<file path="config.mk">
export PLATFORM = sky130hd
export DESIGN_NAME = ljcpfa_ctrl
export DESIGN_NICKNAME = d
export VERILOG_FILES = /design/src/rtl/core/ljcpfa_pkg.sv /design/src/rtl/core/ljcpfa_ctrl.sv
export SDC_FILE = /design/constraint.sdc
export NUM_CORES = 1
export LEC_CHECK = 0
export ABC_AREA = 1
export ABC_CLOCK_PERIOD_IN_PS = 2800
export BUFFER_PORTS_ARGS = -buffer_cell sky130_fd_sc_hd__buf_4
export CORE_MARGIN = 5
export CORE_UTILIZATION = 53
export CTS_CLUSTER_DIAMETER = 60
export DETAILED_ROUTE_END_ITERATION = 10
export PLACE_DENSITY = 0.77
export RECOVER_POWER = 25
export SKIP_CTS_REPAIR_TIMING = 1
export SLEW_MARGIN = 20
export SYNTH_ARGS = -nofsm -noshare
export SYNTH_HDL_FRONTEND = slang
export SYNTH_SLANG_ARGS = --single-unit
</file>
<file path="constraint.sdc">
create_clock -name aclk -period 2.8 [get_ports aclk]
set_input_delay 0.28 -clock aclk [delete_from_list [all_inputs] [get_ports aclk]]
set_output_delay 0.28 -clock aclk [all_outputs]
set_load 0.05 [all_outputs]
</file>
<file path="src/rtl/core/ljcpfa_pkg.sv">
`timescale 1ns / 1ps
// shared types, constants and saturating helpers for the lennard-jones pair force accumulator
// no dependencies

package ljcpfa_pkg;

    localparam int NUM_TYPES = 2;

    localparam logic [63:0] ALL_ONES = 64'hFFFF_FFFF_FFFF_FFFF;
    localparam logic [63:0] H_LIMIT  = 64'hFFFF_FFFF_FFFF_FFFF / 64'd24;
    localparam logic [63:0] S48_MAX_MAG = 64'h0000_7FFF_FFFF_FFFF;
    localparam logic [63:0] S48_MIN_MAG = 64'h0000_8000_0000_0000;
    localparam logic [47:0] S48_MAX = 48'h7FFF_FFFF_FFFF;
    localparam logic [47:0] S48_MIN = 48'h8000_0000_0000;

    typedef enum logic [2:0] {
        CFG_CUTOFF_SQ = 3'd0,
        CFG_SIGMA_AA  = 3'd1,
        CFG_SIGMA_AB  = 3'd2,
        CFG_SIGMA_BB  = 3'd3,
        CFG_EPS_AA    = 3'd4,
        CFG_EPS_AB    = 3'd5,
        CFG_EPS_BB    = 3'd6
    } cfg_idx_t;

    typedef enum logic [4:0] {
        PH_IDLE, PH_SQX, PH_SQY, PH_SQZ, PH_CUT, PH_SG2, PH_U2, PH_U4, PH_U6, PH_U12,
        PH_DIFF, PH_EM, PH_HM, PH_ET, PH_PX, PH_FX, PH_PY, PH_FY, PH_PZ, PH_FZ,
        PH_ACC, PH_EMIT
    } phase_t;

    typedef struct packed {
        phase_t phase;
        logic   go;
        logic   wb;
    } cmd_t;

    typedef struct packed {
        logic mul_done;
        logic div_done;
        logic in_range;
        logic last;
        logic out_free;
    } status_t;

    typedef struct packed {
        logic        sat;
        logic [47:0] val;
    } s48_res_t;

    function automatic s48_res_t to_s48(input logic neg, input logic [63:0] mag);
        s48_res_t r;
        if (neg) begin
            r.sat = (mag > S48_MIN_MAG);
            r.val = r.sat ? S48_MIN : (48'd0 - mag[47:0]);
        end else begin
            r.sat = (mag > S48_MAX_MAG);
            r.val = r.sat ? S48_MAX : mag[47:0];
        end
        return r;
    endfunction

    function automatic s48_res_t acc_add(input logic [47:0] a, input logic [47:0] b);
        s48_res_t    r;
        logic [48:0] s;
        s = {a[47], a} + {b[47], b};
        r.sat = (s[48] != s[47]);
        r.val = r.sat ? (s[48] ? S48_MIN : S48_MAX) : s[47:0];
        return r;
    endfunction

endpackage

</file>
<file path="src/rtl/core/ljcpfa_ctrl.sv">
`timescale 1ns / 1ps
// controller: steps one pair through the datapath phases and starts the shared units
// depends on ljcpfa_pkg

module ljcpfa_ctrl
    import ljcpfa_pkg::*;
(
    input  logic    aclk,
    input  logic    aresetn,
    input  logic    s_tvalid,
    output logic    s_tready,
    input  status_t status,
    output cmd_t    cmd
);

    phase_t state_reg, state_next;
    logic   issued_reg, issued_next;
    logic   unit_done;
    phase_t follow;

    always_ff @(posedge aclk) begin
        if (!aresetn) begin
            state_reg  <= PH_IDLE;
            issued_reg <= 1'b0;
        end else begin
            state_reg  <= state_next;
            issued_reg <= issued_next;
        end
    end

    always_comb begin
        case (state_reg)
            PH_SQX:  follow = PH_SQY;
            PH_SQY:  follow = PH_SQZ;
            PH_SQZ:  follow = PH_CUT;
            PH_SG2:  follow = PH_U2;
            PH_U2:   follow = PH_U4;
            PH_U4:   follow = PH_U6;
            PH_U6:   follow = PH_U12;
            PH_U12:  follow = PH_DIFF;
            PH_DIFF: follow = PH_EM;
            PH_EM:   follow = PH_HM;
            PH_HM:   follow = PH_ET;
            PH_ET:   follow = PH_PX;
            PH_PX:   follow = PH_FX;
            PH_FX:   follow = PH_PY;
            PH_PY:   follow = PH_FY;
            PH_FY:   follow = PH_PZ;
            PH_PZ:   follow = PH_FZ;
            PH_FZ:   follow = PH_ACC;
            default: follow = PH_IDLE;
        endcase
    end

    assign unit_done = (state_reg inside {PH_U2, PH_PX, PH_PY, PH_PZ}) ?
                       status.div_done : status.mul_done;

    always_comb begin
        state_next  = state_reg;
        issued_next = issued_reg;
        s_tready    = 1'b0;
        cmd.phase   = state_reg;
        cmd.go      = 1'b0;
        cmd.wb      = 1'b0;
        case (state_reg)
            PH_IDLE: begin
                s_tready = 1'b1;
                cmd.wb   = 1'b1;
                if (s_tvalid) begin
                    state_next = PH_SQX;
                end
            end
            PH_CUT: begin
                if (status.in_range) begin
                    state_next = PH_SG2;
                end else begin
                    state_next = status.last ? PH_EMIT : PH_IDLE;
                end
            end
            PH_DIFF, PH_ET: begin
                cmd.wb     = 1'b1;
                state_next = follow;
            end
            PH_ACC: begin
                cmd.wb     = 1'b1;
                state_next = status.last ? PH_EMIT : PH_IDLE;
            end
            PH_EMIT: begin
                if (status.out_free) begin
                    cmd.wb     = 1'b1;
                    state_next = PH_IDLE;
                end
            end
            default: begin
                if (!issued_reg) begin
                    cmd.go      = 1'b1;
                    issued_next = 1'b1;
                end else if (unit_done) begin
                    cmd.wb      = 1'b1;
                    issued_next = 1'b0;
                    state_next  = follow;
                end
            end
        endcase
    end

endmodule

</file>
Yosys cells after proc, flatten, opt, wreduce, memory -nomap -nowiden:

Memories as Yosys holds them, arrays and structs flattened. A register that Yosys moved wholly into a read port is not among the register bits.
Index checks and enable logic that the tools add are counted.

* input port bits: 8
* output and inout port bits: 8
* ROM bits: 160
* memories kept: 1
* logic and storage cells: 41
* register bits after elaboration: 6

Memories
* (no name shown): depth 32, width 5, rd ports 1, clocked after memory_dff 1, wr ports 0, line ljcpfa_ctrl.sv:32 `case (state_reg)`

* reduce and logical (&&, ||, !) cells: 8
* equality and inequality tests: 11
* multiplexer cells: 19

Operators by type and width (count)
* $mux 5: 8
* $pmux 5 s5: 1
* $eq 5x5->1 const B: 4
* $eq 5x4->1 const B: 3
* $reduce_bool 6->1: 2
* $eq 5x3->1 const B: 2
* $mux 1: 9
* $reduce_or 6->1: 1
* $logic_not 5->1: 1
* $ne 2x2->1 const B: 2
* $reduce_and 4->1: 1
* $reduce_bool 4->1: 1
* $reduce_or 4->1: 1
* $pmux 1 s3: 1
* $reduce_or 2->1: 1

Logic depth before layout (Yosys ltp):

Gate-level depths: netlist of run 1.

* depth in word-level cells: 8
* depth in mapped cells: 19
* depth with buffers taken out: 19

Worst setup path after synthesis of run 1:

OpenSTA, ideal clock, no wires.

* path kind: reg-to-output
* start point: reg state_reg[3]
* end point: out cmd[0] in the netlist's numbering
* stages on the path, launching flop included: 7
* data required time: 2520 ps
* arrival time: 2394 ps
* setup slack: 126 ps
* path through: dfxtp_1 inv_1 nand3_2 nand2_2 a21oi_4 inv_1 o21ai_0

RTL lines
* start: declaration: line ljcpfa_ctrl.sv:16 `phase_t state_reg, state_next;`
* start signal: assignment: line ljcpfa_ctrl.sv:26 `state_reg <= state_next;`
* end: declaration: line ljcpfa_ctrl.sv:13 `output cmd_t cmd`

Final worst setup path of run 1:

* start point: reg state_reg[0]
* end point: reg, netlist name follow[2]

* longest elaborated chain between the ends: 7
* elaborated cells between the ends (all ways): 21
* those cells by class: 11 x eq/ne; 4 x mux; 6 x reduce/logical

Ends and longest elaborated chain
* $eq 5x3->1 (tied with other cells): line ljcpfa_ctrl.sv:55 `assign unit_done = (state_reg inside {PH_U2, PH_PX, PH_PY, PH_PZ}) ?`
* $reduce_bool 4->1: line ljcpfa_ctrl.sv:55
* $mux 1: line ljcpfa_ctrl.sv:55
* $reduce_bool 6->1 (no source line)
* $reduce_and 4->1 (no source line)
* $mux 5 (no source line) (*) (2 in series)

Mark *: on every way between the ends. The rest lies on a longest branch, timed or not.
A chain may end at the register's enable or synchronous reset.

==> metrics.txt, run 1 <==
# TYPE chip_impl_metric gauge
chip_impl_info{name="final_common_cell",value="nand2_1"} 1
chip_impl_info{name="run_status",value="complete, no violations"} 1
chip_impl_metric{name="netlist.area_leader.share",unit="%"} 26.5
chip_impl_metric{name="floorplan.die.height",unit="µm"} 49.6
chip_impl_metric{name="detailroute.via_count",unit=""} 812
chip_impl_metric{name="mappedNetlistArea",unit="µm²"} 832
chip_impl_metric{name="die_w",unit="µm"} 49.6
chip_impl_metric{name="vias_per_cell",unit=""} 5.21
chip_impl_metric{name="number_of_global_route_vias_before_repair",unit=""} 763
chip_impl_metric{name="avgSynthCellArea",unit="µm²"} 6.88
chip_impl_metric{name="diodes",unit=""} 0
chip_impl_metric{name="core_region_area",unit="µm²"} 1510
chip_impl_metric{name="tns",unit="ns"} 0
chip_impl_metric{name="timing_worst_slew_pin_value",unit="ns"} 0.599
chip_impl_metric{name="syn-num-nets",unit=""} 132
chip_impl_metric{name="synth_cells",unit=""} 121
chip_impl_metric{name="slew_violations",unit=""} 0
chip_impl_metric{name="clkSlewWorstSetupHoldPaths",unit="ns"} 0.07
chip_impl_metric{name="detail_route.iter0.violations",unit=""} 17
chip_impl_metric{name="cpPeakStageDelay",unit="ns"} 0.50
chip_impl_metric{name="synth.lib_cells_used.distinct",unit=""} 25
chip_impl_metric{name="timing.fmax",unit="MHz"} 420
chip_impl_metric{name="crit_arrival",unit="ns"} 2.55
chip_impl_metric{name="timing_hold_violations_final",unit=""} 0
chip_impl_metric{name="portBuffers",unit=""} 15
chip_impl_info{name="timing.critical_path.from_type",value="flip-flop"} 1
chip_impl_metric{name="dieArea",unit="µm²"} 2460
chip_impl_metric{name="area_delta_synth_final",unit="%"} 17.4
chip_impl_info{name="cp_cell_sequence",value="nor2_2 -> nand3_2 -> nand2_2 -> a21oi_4 -> nand2_4 -> nand2_4 -> a21oi_1 -> a211oi_1 -> ha_1 -> inv_1 -> nand4_1 -> nand2_1 -> nand2_1 -> nand2_1 -> nand2_1"} 1
chip_impl_info{name="hold_path.class",value="input port to flip-flop"} 1
chip_impl_metric{name="tritoncts.num_buffers",unit=""} 3
chip_impl_metric{name="number_of_antenna_violations_at_the_first_check_in_global_routing",unit=""} 0
chip_impl_info{name="cp_slowest_cell",value="dfxtp_1"} 1
chip_impl_info{name="mostFrequentLayoutCells",value="26 x nand2_1, 16 x inv_1, 11 x dfxtp_1, 11 x buf_4, 9 x nor2_1"} 1
chip_impl_metric{name="clkLatencyLatePin",unit="ns"} 0.27
chip_impl_info{name="cts_tree",value="done"} 1
chip_impl_metric{name="finalSetupViolations",unit=""} 0
chip_impl_metric{name="htree_levels",unit=""} 1
chip_impl_metric{name="drive_above_1_share",unit="%"} 32.9
chip_impl_metric{name="detailedPlacementHpwl",unit="µm"} 1570
chip_impl_info{name="cts.root.buffer_cell",value="clkbuf_4"} 1
chip_impl_metric{name="crit_fanout",unit=""} 8
chip_impl_info{name="critical_path.most_common_cell",value="nand2_1"} 1
chip_impl_metric{name="grt_pass1_wl",unit="µm"} 3110
chip_impl_metric{name="placedCellCount",unit=""} 152
chip_impl_metric{name="cap_violations",unit=""} 0
chip_impl_info{name="cp_top_family",value="simple AND/OR/NAND/NOR gates"} 1
chip_impl_metric{name="start_util",unit="%"} 55.2
chip_impl_metric{name="post_route_fraction_of_the_period_consumed_by_the_critical_path",unit="%"} 85.1
chip_impl_metric{name="final_net_count",unit=""} 152
chip_impl_metric{name="total_congestion_overflow",unit=""} 0
chip_impl_metric{name="wl_per_cell",unit="µm"} 12.0
chip_impl_metric{name="cp_data_required_time",unit="ns"} 2.97
chip_impl_info{name="cp_capture_type",value="flip-flop"} 1
chip_impl_metric{name="ys_seq_area_share",unit="%"} 26.5
chip_impl_metric{name="n_fill_cell",unit=""} 142
chip_impl_metric{name="place.gp.congestion",unit=""} 0.841
chip_impl_metric{name="boundaryPins",unit=""} 16
chip_impl_metric{name="grt_max_degree",unit=""} 9
chip_impl_metric{name="finalWorstPathRequiredPeriod",unit="ns"} 2.38
chip_impl_metric{name="drt_drc_violations_left",unit=""} 0
chip_impl_metric{name="grt_util_all_layers",unit="%"} 15.7
chip_impl_info{name="synthDominantAreaCellType",value="dfxtp_1"} 1
chip_impl_metric{name="row_count",unit=""} 14
chip_impl_metric{name="clock_tree.buffer_depth",unit=""} 2
chip_impl_info{name="grt_setup_unrepaired",value="no"} 1
chip_impl_info{name="yosys-top-cells-area",value="dfxtp_1 26%, nand2_1 12%, inv_1 7.2%, nand2_2 6.0%, nand3_2 6.0%"} 1
chip_impl_metric{name="relSlewSlack",unit="%"} 60.3
chip_impl_metric{name="finalWirelength",unit="µm"} 1880
chip_impl_metric{name="yosys_warnings",unit=""} 0
chip_impl_metric{name="worst_clock_skew",unit="ns"} 0.00443
chip_impl_metric{name="ant_nets",unit=""} 0
chip_impl_metric{name="finalNonFillerCells",unit=""} 156
chip_impl_metric{name="drt_pass1_iterations",unit=""} 4
chip_impl_metric{name="clock_sink_count",unit=""} 11
chip_impl_metric{name="ys_ff_latch",unit=""} 11
chip_impl_info{name="timing_worst_setup_path_type",value="flip-flop to flip-flop"} 1
chip_impl_metric{name="worstPathBufferInverterCount",unit=""} 1
[final timing paths]
path,startpoint,endpoint,slack (ns),cells past startpoint
worst max-delay path,state_reg[0],follow[2],0.42,15
worst min-delay path,aresetn,state_reg[0],0.35,3
worst max register to register,state_reg[0],follow[2],0.42,15
worst min register to register,issued_reg,issued_reg,0.50,2
[metal layers]
layer / vias up / share of wire [%] / global-route usage, % / routed length (µm)
met4: 0 / 2.9 / 7.86 / 55
met5: - / 0 / 0 / 0
met2: 22 / 50 / 28.0 / 943
li1: 428 / - / - / -
met1: 356 / 42 / 18.6 / 794
met3: 6 / 4.5 / 0.602 / 85
[worst register-to-register path, delay by kind of cell, from the launching register on]
kind | cells | cell delay, ns
DFF | 1 | 0.50
and+or+nand+nor | 10 | 0.80
AOI/OAI and AO/OA | 3 | 0.59
buffers and inverters | 1 | 0.08
adders and majority gates | 1 | 0.31
[cell type report]
type | count | area, µm² | area share [%]
multi-input combinational | 90 | 537 | 54.9
sequential | 11 | 220 | 22.5
timing repair buffer | 15 | 97.6 | 9.99
inverter | 20 | 75.1 | 7.68
clock buffer | 3 | 22.5 | 2.30
tap | 16 | 20.0 | 2.05
clock inverter | 1 | 5.00 | 0.512
[per-stage QoR]
| step | utilization, % | setup slack [ns] | hold WS (ns) | instance area (µm²) |
|---|---|---|---|---|
| after floorplan | - | 0.126 | 0.437 | 832 |
| after global placement | 64.0 | 0.496 | 0.489 | 965 |
| after detailed placement | 64.0 | 0.441 | 0.492 | 965 |
| after CTS | 65.9 | 0.421 | 0.346 | 992 |
| after global routing | 64.9 | 0.187 | 0.378 | 977 |
| final | 64.9 | 0.417 | 0.346 | 977 |
[cells in the mapped netlist, drive strengths merged]
master / instances
dfxtp: 11
inv: 20
o21ai: 5
a211oi: 2
a221oi: 1
nor3: 1
nand4: 4
a21oi: 5
nand2: 36
or2: 2
nand3: 12
ha: 3
o211ai: 1
o22ai: 1
nor2: 17
[logic make-up after synthesis]
group	share of synthesized area (%)
AND/OR/NAND/NOR	47.7
AO/OA/AOI/OAI	12.3
flip-flops	26.5
adder cells (fa/ha/maj)	4.51
buffers and inverters	9.02
Power of run 1 is not shown: default switching activity piles up to over one toggle a cycle in this logic, so the estimate is an artifact.
==> inputs of run 2 (changes only) <==
Settings changed: ABC_CLOCK_PERIOD_IN_PS 2800 to 2600.
Clock period 2.8 ns to 2.6 ns, I/O delays scaled along.
==> run 2 against run 1 <==
  * Sequential cell count unchanged
  * Setup slack worse by 0.12 ns
  * Utilization up 0.33 points
  * Via count grew 3.7%
  * Sequential share of layout area fell by 0.11 points
  * Global-route usage up 2.6 points
==> metrics.txt, run 2 (synthesis gave the netlist of run 1 again) <==
# TYPE chip_impl_metric gauge
chip_impl_info{name="cp_capture_type",value="flip-flop"} 1
chip_impl_metric{name="timing_hold_violations_final",unit=""} 0
chip_impl_metric{name="placedCellCount",unit=""} 152
chip_impl_metric{name="finalWirelength",unit="µm"} 2050
chip_impl_metric{name="finalSetupViolations",unit=""} 0
chip_impl_metric{name="wl_per_cell",unit="µm"} 13.1
chip_impl_metric{name="clkLatencyLatePin",unit="ns"} 0.27
chip_impl_info{name="regToRegEndpoint",value="follow[2]"} 1
chip_impl_metric{name="floorplan.die.height",unit="µm"} 49.6
chip_impl_metric{name="detailroute.via_count",unit=""} 842
chip_impl_metric{name="register_area",unit="µm²"} 220
chip_impl_metric{name="final_net_count",unit=""} 152
chip_impl_metric{name="slew_violations",unit=""} 0
chip_impl_metric{name="area_delta_synth_final",unit="%"} 18.0
chip_impl_info{name="worst_hold_startpoint",value="aresetn"} 1
chip_impl_metric{name="number_of_global_route_vias_before_repair",unit=""} 863
chip_impl_metric{name="cpPeakStageDelay",unit="ns"} 0.48
chip_impl_info{name="crit_start",value="state_reg[0]"} 1
chip_impl_metric{name="detailedPlacementHpwl",unit="µm"} 1660
chip_impl_metric{name="timing.final.ws_setup",unit="ns"} 0.301
chip_impl_metric{name="die_w",unit="µm"} 49.6
chip_impl_metric{name="number_of_antenna_violations_at_the_first_check_in_global_routing",unit=""} 0
chip_impl_metric{name="grt_util_all_layers",unit="%"} 18.3
chip_impl_metric{name="drt_pass1_iterations",unit=""} 4
chip_impl_metric{name="area_occupied_by_multi_input_gates",unit="µm²"} 542
chip_impl_info{name="hold_end",value="state_reg[2]"} 1
chip_impl_metric{name="htree_levels",unit=""} 1
chip_impl_metric{name="relSlewSlack",unit="%"} 60.2
chip_impl_metric{name="reg2reg_slack",unit="ns"} 0.30
chip_impl_metric{name="place.gp.congestion",unit=""} 0.841
chip_impl_metric{name="clkSlewWorstSetupHoldPaths",unit="ns"} 0.07
chip_impl_info{name="timing.critical_path.from_type",value="flip-flop"} 1
chip_impl_info{name="grt_setup_unrepaired",value="no"} 1
chip_impl_metric{name="timing.fmax",unit="MHz"} 435
chip_impl_metric{name="crit_arrival",unit="ns"} 2.47
chip_impl_metric{name="drt_drc_violations_left",unit=""} 0
chip_impl_metric{name="row_count",unit=""} 14
chip_impl_metric{name="cell_area_after_placement",unit="µm²"} 965
chip_impl_metric{name="cap_violations",unit=""} 0
chip_impl_info{name="final_common_cell",value="nand2_1"} 1
chip_impl_metric{name="boundaryPins",unit=""} 16
chip_impl_metric{name="start_util",unit="%"} 55.2
chip_impl_info{name="cts.root.buffer_cell",value="clkbuf_4"} 1
chip_impl_metric{name="finalWorstPathRequiredPeriod",unit="ns"} 2.30
chip_impl_metric{name="final_design_area_no_fill",unit="µm²"} 982
chip_impl_info{name="timing_worst_setup_path_type",value="flip-flop to flip-flop"} 1
chip_impl_metric{name="finalNonFillerCells",unit=""} 156
chip_impl_metric{name="worst_clock_skew",unit="ns"} 0.000514
chip_impl_metric{name="clock_sink_count",unit=""} 11
chip_impl_info{name="hold_path.class",value="input port to flip-flop"} 1
chip_impl_metric{name="diodes",unit=""} 0
chip_impl_metric{name="drive_above_1_share",unit="%"} 33.6
chip_impl_info{name="r2r_start",value="state_reg[0]"} 1
chip_impl_metric{name="post_route_fraction_of_the_period_consumed_by_the_critical_path",unit="%"} 88.4
chip_impl_info{name="cp_slowest_cell",value="dfxtp_1"} 1
chip_impl_metric{name="crit_fanout",unit=""} 8
chip_impl_metric{name="total_congestion_overflow",unit=""} 0
chip_impl_metric{name="grt_pass1_wl",unit="µm"} 3710
chip_impl_info{name="mostFrequentLayoutCells",value="26 x nand2_1, 16 x inv_1, 11 x dfxtp_1, 11 x buf_4, 9 x nor2_1"} 1
chip_impl_info{name="run_status",value="complete, no violations"} 1
chip_impl_info{name="critical_path.most_common_cell",value="nand2_1"} 1
chip_impl_metric{name="n_fill_cell",unit=""} 144
chip_impl_info{name="cts_tree",value="done"} 1
chip_impl_info{name="cp_cell_sequence",value="nor2_2 -> nor2_1 -> a21oi_4 -> nand2_4 -> nand2_4 -> o21ai_1 -> nand2_1 -> inv_1 -> ha_1 -> inv_1 -> nand4_1 -> nand2_1 -> nand2_1 -> nand2_1 -> nand2_1"} 1
chip_impl_metric{name="grt_max_degree",unit=""} 9
chip_impl_metric{name="tns",unit="ns"} 0
chip_impl_metric{name="tritoncts.num_buffers",unit=""} 3
chip_impl_metric{name="dieArea",unit="µm²"} 2460
chip_impl_metric{name="vias_per_cell",unit=""} 5.40
chip_impl_metric{name="r2r_cells",unit=""} 15
chip_impl_metric{name="dpl_worst_slack",unit="ns"} 0.256
chip_impl_metric{name="holdPathStages",unit=""} 3
chip_impl_metric{name="cp_data_required_time",unit="ns"} 2.77
chip_impl_metric{name="clock_tree.buffer_depth",unit=""} 2
chip_impl_metric{name="timing_worst_slew_pin_value",unit="ns"} 0.599
chip_impl_metric{name="portBuffers",unit=""} 15
chip_impl_metric{name="core_region_area",unit="µm²"} 1510
chip_impl_metric{name="detail_route.iter0.violations",unit=""} 21
chip_impl_metric{name="ant_nets",unit=""} 0
[run 2: worst max-delay path: cells and delay by family, from the launching register on]
kind                       cells  cell delay (ns)
buffers and inverters          2             0.18
adders and majority gates      1             0.23
and+or+nand+nor               10             1.00
DFF                            1             0.48
AOI/OAI and AO/OA              2             0.30
[run 2: routing by layer]
metal  wire (µm)  part of all wire, %  track usage (%)
met5           0                    0                0
met4          17                 0.83             6.99
met3         107                  5.2             2.11
met2        1140                   56             34.5
met1         783                   38             20.2
[run 2: layout make-up]
class / instances / share of cell area (%)
clock buffers: 3 / 2.29
clock inverters: 1 / 0.510
inverters: 20 / 7.64
multi-input cells: 90 / 55.2
flip-flops and latches: 11 / 22.4
well taps: 16 / 2.04
repair buffers: 15 / 9.94
[run 2: worst max path at each step]
stage	endpoint	slack, ns	cells past startpoint
final	follow[2]	0.30	15
after global routing	follow[2]	0.07	17
after CTS	follow[2]	0.22	13
after detailed placement	follow[2]	0.26	15
after global placement	follow[2]	0.31	13
after floorplan	follow[2]	0.12	15
[run 2: stage by stage]
step | utilization [%] | hold WS, ns
floorplan | - | 0.417
global placement | 64.0 | 0.500
detailed placement | 64.0 | 0.494
CTS | 65.9 | 0.344
global route | 65.2 | 0.363
finish | 65.2 | 0.342
Power of run 2 is left out for the same reason.
